<file path="src/hw/rtl/tile_scanline_renderer_core_macros.svh">
// ----------------------------------------------------------------------------
// Tile scanline renderer assertion macros
// Shared assertion forms for the renderer RTL.
// ----------------------------------------------------------------------------
`ifndef TILE_SCANLINE_RENDERER_CORE_MACROS_SVH
`define TILE_SCANLINE_RENDERER_CORE_MACROS_SVH

// condition holds in the same cycle as the trigger
`define TSR_ASSERT_IMP(lbl, clk, rst_n, trig, cond, msg) \
    lbl: assert property (@(posedge clk) disable iff (!rst_n) (trig) |-> (cond)) \
        else $error(msg);

// condition holds in the cycle after the trigger
`define TSR_ASSERT_NXT(lbl, clk, rst_n, trig, cond, msg) \
    lbl: assert property (@(posedge clk) disable iff (!rst_n) (trig) |=> (cond)) \
        else $error(msg);

`endif

</file>
<file path="src/hw/rtl/tsr_pkg.sv">
// ----------------------------------------------------------------------------
// Tile scanline renderer package
// Types, constants and helpers shared by the renderer modules.
// ----------------------------------------------------------------------------
`default_nettype none

package tsr_pkg;

    localparam int LINE_WIDTH_DEF     = 160;
    localparam int LINE_COUNT_DEF     = 144;
    localparam int SPRITE_SLOTS_DEF   = 10;
    localparam int SPRITE_ENTRIES_DEF = 40;

    localparam int VRAM_BYTES   = 8192;
    localparam int VRAM_AW      = 13;
    localparam int ATTR_BYTES   = 160;
    localparam int ATTR_AW      = 8;
    localparam int ATTR_ENTRIES = 40;

    localparam logic [1:0] FUNC_VWRITE = 2'd0;
    localparam logic [1:0] FUNC_AWRITE = 2'd1;
    localparam logic [1:0] FUNC_RENDER = 2'd2;

    localparam logic [2:0] CFG_LCDC = 3'd0;
    localparam logic [2:0] CFG_SCY  = 3'd1;
    localparam logic [2:0] CFG_SCX  = 3'd2;
    localparam logic [2:0] CFG_BGP  = 3'd3;
    localparam logic [2:0] CFG_OBP0 = 3'd4;
    localparam logic [2:0] CFG_OBP1 = 3'd5;
    localparam logic [2:0] CFG_WY   = 3'd6;
    localparam logic [2:0] CFG_WX   = 3'd7;

    localparam logic [7:0] LCDC_RST = 8'h91;
    localparam logic [7:0] BGP_RST  = 8'hFC;
    localparam logic [7:0] OBP_RST  = 8'hFF;

    localparam logic [12:0] MAP_LO = 13'h1800;
    localparam logic [12:0] MAP_HI = 13'h1C00;
    localparam logic [7:0]  WX_MAX = 8'd166;

    typedef struct packed {
        logic [1:0]  func;
        logic [12:0] mem_addr;
        logic [7:0]  mem_data;
        logic [7:0]  line;
    } t_in;

    typedef struct packed {
        logic [15:0] pixels;
        logic [4:0]  group;
        logic        last;
    } t_out;

    typedef struct packed {
        logic clr;
        logic idle;
        logic start;
        logic bg0;
        logic bg1;
        logic bg2;
        logic bg3;
        logic win;
        logic sc0;
        logic sc1;
        logic sc2;
        logic pa0;
        logic pa1;
        logic pa2;
        logic pa3;
        logic pa4;
        logic pa5;
        logic pp0;
        logic pp1;
        logic orr;
        logic out_load;
    } t_cmd;

    typedef struct packed {
        logic clr_last;
        logic go;
        logic x_last;
        logic spr_en;
        logic scan_done;
        logic slot_zero;
        logic p_last;
        logic q_last;
        logic g_last;
        logic out_free;
    } t_st;

    function automatic logic [1:0] shade_of(input logic [7:0] pal, input logic [1:0] idx);
        logic [1:0] s;
        unique case (idx)
            2'd0:    s = pal[1:0];
            2'd1:    s = pal[3:2];
            2'd2:    s = pal[5:4];
            default: s = pal[7:6];
        endcase
        return s;
    endfunction

endpackage

`default_nettype wire

</file>
<file path="src/hw/rtl/tsr_ctrl.sv">
// ----------------------------------------------------------------------------
// Tile scanline renderer controller
// Sequences clearing, background, sprite scan, sprite paint and output.
// ----------------------------------------------------------------------------
`default_nettype none

module tsr_ctrl (
    input  wire           i_clk,
    input  wire           i_rst_n,
    input  tsr_pkg::t_st  i_st,
    output tsr_pkg::t_cmd o_cmd
);

    localparam logic [4:0] S_CLR  = 5'd0;
    localparam logic [4:0] S_IDLE = 5'd1;
    localparam logic [4:0] S_BG0  = 5'd2;
    localparam logic [4:0] S_BG1  = 5'd3;
    localparam logic [4:0] S_BG2  = 5'd4;
    localparam logic [4:0] S_BG3  = 5'd5;
    localparam logic [4:0] S_WIN  = 5'd6;
    localparam logic [4:0] S_SC0  = 5'd7;
    localparam logic [4:0] S_SC1  = 5'd8;
    localparam logic [4:0] S_SC2  = 5'd9;
    localparam logic [4:0] S_PCHK = 5'd10;
    localparam logic [4:0] S_PA0  = 5'd11;
    localparam logic [4:0] S_PA1  = 5'd12;
    localparam logic [4:0] S_PA2  = 5'd13;
    localparam logic [4:0] S_PA3  = 5'd14;
    localparam logic [4:0] S_PA4  = 5'd15;
    localparam logic [4:0] S_PA5  = 5'd16;
    localparam logic [4:0] S_PP0  = 5'd17;
    localparam logic [4:0] S_PP1  = 5'd18;
    localparam logic [4:0] S_OR   = 5'd19;
    localparam logic [4:0] S_OUT  = 5'd20;

    logic [4:0] r_state;
    logic [4:0] n_state;

    always_comb begin
        n_state = r_state;
        unique case (r_state)
            S_CLR:  if (i_st.clr_last) n_state = S_IDLE;
            S_IDLE: if (i_st.go) n_state = S_BG0;
            S_BG0:  n_state = S_BG1;
            S_BG1:  n_state = S_BG2;
            S_BG2:  n_state = S_BG3;
            S_BG3:  n_state = i_st.x_last ? S_WIN : S_BG0;
            S_WIN:  n_state = i_st.spr_en ? S_SC0 : S_OR;
            S_SC0:  n_state = S_SC1;
            S_SC1:  n_state = S_SC2;
            S_SC2:  n_state = i_st.scan_done ? S_PCHK : S_SC0;
            S_PCHK: n_state = i_st.slot_zero ? S_OR : S_PA0;
            S_PA0:  n_state = S_PA1;
            S_PA1:  n_state = S_PA2;
            S_PA2:  n_state = S_PA3;
            S_PA3:  n_state = S_PA4;
            S_PA4:  n_state = S_PA5;
            S_PA5:  n_state = S_PP0;
            S_PP0:  n_state = S_PP1;
            S_PP1:  n_state = i_st.p_last ? S_PCHK : S_PP0;
            S_OR:   if (i_st.q_last) n_state = S_OUT;
            S_OUT: begin
                if (i_st.out_free) begin
                    n_state = i_st.g_last ? S_IDLE : S_OR;
                end
            end
            default: n_state = S_IDLE;
        endcase
    end

    always_ff @(posedge i_clk) begin
        if (!i_rst_n) begin
            r_state <= S_CLR;
        end else begin
            r_state <= n_state;
        end
    end

    assign o_cmd.clr      = (r_state == S_CLR);
    assign o_cmd.idle     = (r_state == S_IDLE);
    assign o_cmd.start    = (r_state == S_IDLE) && i_st.go;
    assign o_cmd.bg0      = (r_state == S_BG0);
    assign o_cmd.bg1      = (r_state == S_BG1);
    assign o_cmd.bg2      = (r_state == S_BG2);
    assign o_cmd.bg3      = (r_state == S_BG3);
    assign o_cmd.win      = (r_state == S_WIN);
    assign o_cmd.sc0      = (r_state == S_SC0);
    assign o_cmd.sc1      = (r_state == S_SC1);
    assign o_cmd.sc2      = (r_state == S_SC2);
    assign o_cmd.pa0      = (r_state == S_PA0);
    assign o_cmd.pa1      = (r_state == S_PA1);
    assign o_cmd.pa2      = (r_state == S_PA2);
    assign o_cmd.pa3      = (r_state == S_PA3);
    assign o_cmd.pa4      = (r_state == S_PA4);
    assign o_cmd.pa5      = (r_state == S_PA5);
    assign o_cmd.pp0      = (r_state == S_PP0);
    assign o_cmd.pp1      = (r_state == S_PP1);
    assign o_cmd.orr      = (r_state == S_OR);
    assign o_cmd.out_load = (r_state == S_OUT) && i_st.out_free;

endmodule

`default_nettype wire

</file>
<file path="config.mk">
export PLATFORM = sky130hd
export DESIGN_NAME = tsr_ctrl
export DESIGN_NICKNAME = d
export VERILOG_FILES = /design/src/hw/rtl/tile_scanline_renderer_core_macros.svh /design/src/hw/rtl/tsr_pkg.sv /design/src/hw/rtl/tsr_ctrl.sv
export SDC_FILE = /design/constraint.sdc
export NUM_CORES = 1
export LEC_CHECK = 0
export BUFFER_PORTS_ARGS = -buffer_cell sky130_fd_sc_hd__buf_4
export CORE_ASPECT_RATIO = 0.9
export CORE_MARGIN = 2
export CORE_UTILIZATION = 45
export DETAILED_ROUTE_END_ITERATION = 6
export HOLD_SLACK_MARGIN = 0.06
export PLACE_DENSITY_LB_ADDON = 0.2
export SETUP_SLACK_MARGIN = 0.2
export SLEW_MARGIN = 25
export SYNTH_ARGS = -nofsm -noshare
export SYNTH_HDL_FRONTEND = slang
export SYNTH_SLANG_ARGS = --single-unit
</file>
<file path="constraint.sdc">
create_clock -name i_clk -period 2 [get_ports i_clk]
set_input_delay 0.1 -clock i_clk [delete_from_list [all_inputs] [get_ports i_clk]]
set_output_delay 0.1 -clock i_clk [all_outputs]
set_load 0.02 [all_outputs]
</file>
==> impl_metrics.tcl, run 1 <==
set metrics [dict create \
    hold_viol 0 \
    maxSlewViolCount 0 \
    vdd_ir_drop_max_uv 388 \
    power_density_nw_per_um2 420 \
    portBuffers 32 \
    max_slew_margin_pct 74.9 \
    design_power_total_uw 425 \
    critical_path_class "reg2reg" \
    h-tree-depth 1 \
    wl_per_cell_microns 14.1 \
    layoutNonFillerInstCount 160 \
    cp.required_ps 2130 \
    cts_buffers 3 \
    die-area_sq_um 1860 \
    ys.flop_type "dfxtp_1" \
    fin_skew_ps 4.20 \
    cts_buffer_depth 2 \
    worst_slack_ps 282 \
    hold_buffers 0 \
    fin_nets 158 \
    fin_setup_tns_ps 0 \
    first_pass_iters 4 \
    total_leakage_power_nw 0.423 \
    antenna_found_initial 0 \
    dpl_cell_area_sq_um 935 \
    cap_viol_max_count 0 \
    grt_pass1_wl_mm 3.23 \
    clockRootBuffer "clkbuf_4" \
    place.gp.congestion 0.915 \
    die_x_microns 45.2 \
    vias_per_cell 5.99 \
    status "finished, final reports clean" \
    drive_gt1_share_pct 35.9 \
    async_flop_share_pct 0 \
    area_growth_pct 47.2 \
    post-route-drc-count 0 \
    top_register "r_state" \
    start_kind "register" \
    io_pins 33 \
    hold_class "in2reg" \
    finish.instance_area_sq_um 1010 \
    start_util_pct 48.0 \
    hpwl_mm 1.63 \
    arrival_ps 1850 \
    clk_latency_ps 250 \
    grt_remaining_overflow 0 \
    nFillCells 129 \
    synth.net_count 123 \
    setup_viol 0 \
    clock.fmax_ghz 0.582 \
    yosysWarnings 0 \
    antenna_cells 0 \
    synth_area_sq_um 687 \
    avgSynthCellArea_sq_um 6.19 \
    synth_top_area_share_pct 14.6 \
    yosys.cell_types.count 38 \
    cts_tree "done" \
    clock-sinks 5 \
    ys_ff_latch 5 \
    top_regs "r_state (5)" \
    wl_mm 2.25 \
    fp-row-count 13 \
    antenna_left 0 \
    clk_pin_slew_ps 50 \
    end_kind "register" \
    synth_edf_count 0 \
    synth_area_leaders "dfxtp_1 (15%), nor2_1 (13%), o21ai_0 (5.8%), nand2_1 (5.5%), clkbuf_1 (3.8%)" \
    rsz0062_at_grt "no" \
    core_sq_um 1430 \
    grt_use_total_pct 24.1 \
    worstPathMaxFanout 12 \
    syn_inst 111 \
    min_period_over_period_pct 85.9 \
    synth_top_area_cell "dfxtp_1" \
    drt_iter0_markers 38 \
    largest_reg_flops 5 \
    die_h_microns 41.1 \
    dr_total_vias 958 \
    preCtsSetupSlack_ps 157 \
    worst_slew_pin_slew_ps 367 \
    ys_seq_area_share_pct 14.6 \
    grt_max_degree 23 \
    finalCriticalPeriod_ps 1720 \
    grt_pass1_vias 715 \
    place_inst 153 \
]
placed cells by master, fill, tap and decap left out, types with 2 or more instances in the layout:
| cell | n |
|---|---|
| a21oi_1 | 5 |
| a221oi_1 | 2 |
| buf_4 | 39 |
| buf_6 | 2 |
| clkbuf_4 | 3 |
| dfxtp_2 | 3 |
| inv_1 | 4 |
| nand2_1 | 10 |
| nand2b_1 | 4 |
| nand3_1 | 5 |
| nand3b_1 | 2 |
| nor2_1 | 24 |
| nor2b_1 | 2 |
| nor3_1 | 5 |
| o21ai_0 | 8 |
| o31ai_1 | 2 |
per-stage QoR:
step                      hold slack [ps]  util, %
after floorplan                       209        -
after global placement                377     65.3
after detailed placement              377     65.3
after CTS                             120     67.2
after global routing                  124     70.6
final                                 132     70.6
cells in the mapped netlist (all sizes together), types with 2 or more instances:
cell and count:
a21oi 5, clkbuf 7, o31ai 2, nor2 24
buf 5, nand3b 2, nand2 10, nand2b 4
dfxtp 5, o21ai 8, inv 4, a221oi 2
nand3 5, nor3 6, nor2b 2
timing repair:
item | in CTS | in global routing
setup endpoints to repair | 1 | 1
buffers inserted | 0 | 3
resized for setup | 1 | 6
report_power, final:
part | internal [mW] | total, mW | switching [mW]
registers | 0.105 | 0.111 | 0.00599
clock network | 0.0756 | 0.119 | 0.0433
logic | 0.0888 | 0.195 | 0.106
total | 0.270 | 0.425 | 0.155
metal layers:
layer / vias up / GRT usage [%] / wire length, microns
met2: 48 / 39.6 / 1060
met5: - / 0 / 0
met1: 452 / 32.6 / 1000
li1: 458 / - / -
met4: 0 / 1.47 / 0
met3: 0 / 7.05 / 192
path summary, 6_finish.rpt:
| kind | end | from | slack, ps | depth (start not counted) |
|---|---|---|---|---|
| hold / removal | r_state[1]$_SDFFE_PN0P_ | i_rst_n | 130 | 3 |
| setup / recovery | r_state[0]$_SDFFE_PN0P_ | r_state[2]$_SDFFE_PN0P_ | 280 | 5 |
| setup reg to reg | r_state[0]$_SDFFE_PN0P_ | r_state[2]$_SDFFE_PN0P_ | 280 | 5 |
| hold reg to reg | r_state[1]$_SDFFE_PN0P_ | r_state[1]$_SDFFE_PN0P_ | 690 | 4 |
critical path, cell delays in order, from the launching register on:
cell,delay (ps)
dfxtp_4,410
nand2b_1,140
nor3_1,80
a311o_1,310
a211o_1,310
o311a_1,350
layout make-up:
cell class | count | area, sq um | share of cell area (%)
tap | 15 | 18.8 | 1.86
sequential | 5 | 108 | 10.6
clock buffer | 4 | 26.3 | 2.60
inverter | 4 | 15.0 | 1.49
timing repair buffer | 42 | 335 | 33.2
multi-input combinational | 90 | 508 | 50.2
cell families (layout without fill, tap and decap cells):
family / count (synthesis) / after routing / synth area share, %
and+or+nand+nor: 60 / 60 / 43.0
DFF: 5 / 5 / 14.6
xor gates and xnor gates: 1 / 1 / 1.28
AOI/OAI and AO/OA: 28 / 28 / 28.2
buffers and inverters: 16 / 50 / 11.5
muxes: 1 / 1 / 1.46
Power figures use the tool's default switching activity.
==> run 2: changes to the inputs <==
ABC_AREA = 1   (was default)
CORE_UTILIZATION = 46   (was 45)
==> run 2 against run 1 <==
- largest power group unchanged
- combinational power is 150% higher
- critical path depth is 4 higher
- via count is 3.5% higher
- synthesized cell count is 32% higher
- critical path type unchanged
- die area is 5.5% higher
==> impl_metrics.tcl, run 2 <==
set metrics [dict create \
    top_register "r_state" \
    synth_fa_ha_area_share_pct 0 \
    async_flop_share_pct 0 \
    post_cts.repair.setup_buffers 0 \
    yosys.area_share.simple_pct 63.2 \
    dpl_cell_area_sq_um 986 \
    portBuffers 32 \
    post_cts_resized 0 \
    mostFrequentLayoutCell "nand2_1" \
    yosysWarnings 0 \
    yosysMostFrequentCell "nand2_1" \
    netlist_top_cells_count "nand2_1 (40), inv_1 (24), nor2_1 (24)" \
    largest_reg_flops 5 \
    fin_setup_tns_ps 0 \
    grt_use_total_pct 23.9 \
    preCtsSetupSlack_ps 439 \
    slowest_stage "dfxtp_1" \
    synth_area_leaders "nand2_1 (20%), dfxtp_1 (13%), nand3_1 (13%), inv_1 (12%), nor2_1 (12%)" \
    vias_per_cell 4.91 \
    vdd_ir_drop_max_uv 657 \
    clock.fmax_ghz 0.626 \
    antenna_found_initial 0 \
    dr_total_vias 992 \
    fin_skew_ps 1.00 \
    ys_seq_area_share_pct 13.4 \
    drt_iter0_markers 35 \
    arrival_ps 1730 \
    reg2reg_setup_slack_ps 400 \
    multi_input_area_sq_um 502 \
    cts_tree "done" \
    clk_latency_ps 230 \
    antenna_cells 0 \
    place.gp.congestion 0.889 \
    max_slew_margin_pct 69.5 \
    h-tree-depth 1 \
    clockRootBuffer "clkbuf_4" \
    syn_inst 147 \
    drive_gt1_share_pct 32.2 \
    cts_buffer_depth 2 \
    fin_nets 193 \
    synth.net_count 159 \
    clk_pin_slew_ps 40 \
    grt_pass1_wl_mm 3.55 \
    cap_viol_max_count 0 \
    first_pass_iters 4 \
    die-area_sq_um 1960 \
    status "finished, final reports clean" \
    total_leakage_power_nw 0.654 \
    worst_slack_ps 403 \
    cts_buffers 3 \
    fp-row-count 13 \
    min_period_over_period_pct 79.8 \
    synth_area_sq_um 744 \
    nFillCells 145 \
    synth_top_family_by_area "simple AND/OR/NAND/NOR gates" \
    grt_pass1_vias 868 \
    grt_max_degree 13 \
    grt_remaining_overflow 0 \
    antenna_left 0 \
    die_h_microns 42.2 \
    core_sq_um 1480 \
    synth_xor_area_share_pct 0 \
    start_util_pct 50.3 \
    end_kind "register" \
    crit_buf_inv 3 \
    hold_viol 0 \
    cp_top_family "simple AND/OR/NAND/NOR gates" \
    power_density_nw_per_um2 762 \
    start_kind "register" \
    synth_top_area_share_pct 20.2 \
    hold_class "in2reg" \
    worst_slew_pin_slew_ps 457 \
    synth_edf_count 0 \
    worstPathMaxFanout 12 \
    hpwl_mm 1.80 \
    layout_common_cells "nand2_1 (40), buf_4 (32), inv_1 (24), nor2_1 (24), nand3_1 (19)" \
    critical_path_class "reg2reg" \
    synth-compound-area-share_pct 4.20 \
    seqCellArea_sq_um 100 \
    setup_viol 0 \
    slowest_delay_ps 590 \
    wl_per_cell_microns 10.3 \
    clock-sinks 5 \
    finalCriticalPeriod_ps 1600 \
    hold_end "r_state[3]$_SDFFE_PN0P_" \
    post-route-drc-count 0 \
    hold_buffers 0 \
    timing.rr.start "r_state[4]$_SDFFE_PN0P_" \
    maxSlewViolCount 0 \
    io_pins 33 \
    ys_ff_latch 5 \
    finish.instance_area_sq_um 1010 \
    path_cells "inv_2 -> nand2_2 -> inv_1 -> nand2_1 -> nand3_1 -> nor2_1 -> nand3_1 -> nand2_1 -> inv_1" \
    cp.required_ps 2130 \
    die_x_microns 46.4 \
    yosys.cell_types.count 16 \
    ys.flop_type "dfxtp_1" \
    top_regs "r_state (5)" \
    wl_mm 2.09 \
    area_growth_pct 36.0 \
    hold_depth 3 \
    synth_top_area_cell "nand2_1" \
    rsz0062_at_grt "no" \
    synthMuxAreaShare_pct 0 \
    min_from "i_rst_n" \
    r2r-end "r_state[0]$_SDFFE_PN0P_" \
    avgSynthCellArea_sq_um 5.06 \
    rr_worst_depth 9 \
]
run 2: cell types whose count changed in the layout (fill, tap and decap cells not counted), moves of 8 or more:
cell     before  now
o21ai_0       8    0
inv_1         4   24
nand3_1       5   19
nand2_1      10   40
run 2: worst max-delay path by stage:
stage | from | to | slack [ps] | depth (start not counted)
floorplan | r_state[2]$_SDFFE_PN0P_ | r_state[0]$_SDFFE_PN0P_ | 520 | 11
global placement | r_state[4]$_SDFFE_PN0P_ | r_state[0]$_SDFFE_PN0P_ | 480 | 9
detailed placement | r_state[4]$_SDFFE_PN0P_ | r_state[0]$_SDFFE_PN0P_ | 440 | 9
CTS | r_state[4]$_SDFFE_PN0P_ | o_cmd[0] | 420 | 5
global route | r_state[2]$_SDFFE_PN0P_ | r_state[0]$_SDFFE_PN0P_ | 240 | 11
finish | r_state[4]$_SDFFE_PN0P_ | r_state[0]$_SDFFE_PN0P_ | 400 | 9
run 2: worst min-delay path, stage by stage:
cell and delay (ps):
buf_4 80, inv_1 70, a21oi_1 110
run 2: layer usage:
layer,wire (microns),GRT usage [%]
met2,1020,38.1
met1,933,33.2
met5,0,0
met3,120,4.31
met4,10,4.57
run 2: where the power goes:
group	total [mW]	switching [mW]	internal [mW]
Sequential	0.172	0.0522	0.120
Clock	0.112	0.0366	0.0751
Combinational	0.487	0.304	0.184
Total	0.771	0.392	0.378
run 2: kinds of logic after synthesis:
logic type             after synthesis
and+or+nand+nor                    102
DFF                                  5
AOI/OAI and AO/OA                    6
buffers and inverters               34
run 2: final cells by class:
cell class,instances,area share (%)
tap,22,2.72
sequential,5,9.89
clock buffer,4,2.60
timing repair buffer,32,23.7
inverter,31,11.5
multi-input combinational,108,49.6
run 2: stage by stage:
stage               hold WS (ps)  power [mW]  utilization (%)  instances
floorplan                    284       0.533                -        147
global route                 175       0.843             68.4        202
CTS                          162       0.775             68.4        202
detailed placement           407       0.659             66.6        198
global placement             404       0.651             66.6        198
finish                       164       0.771             68.4        202
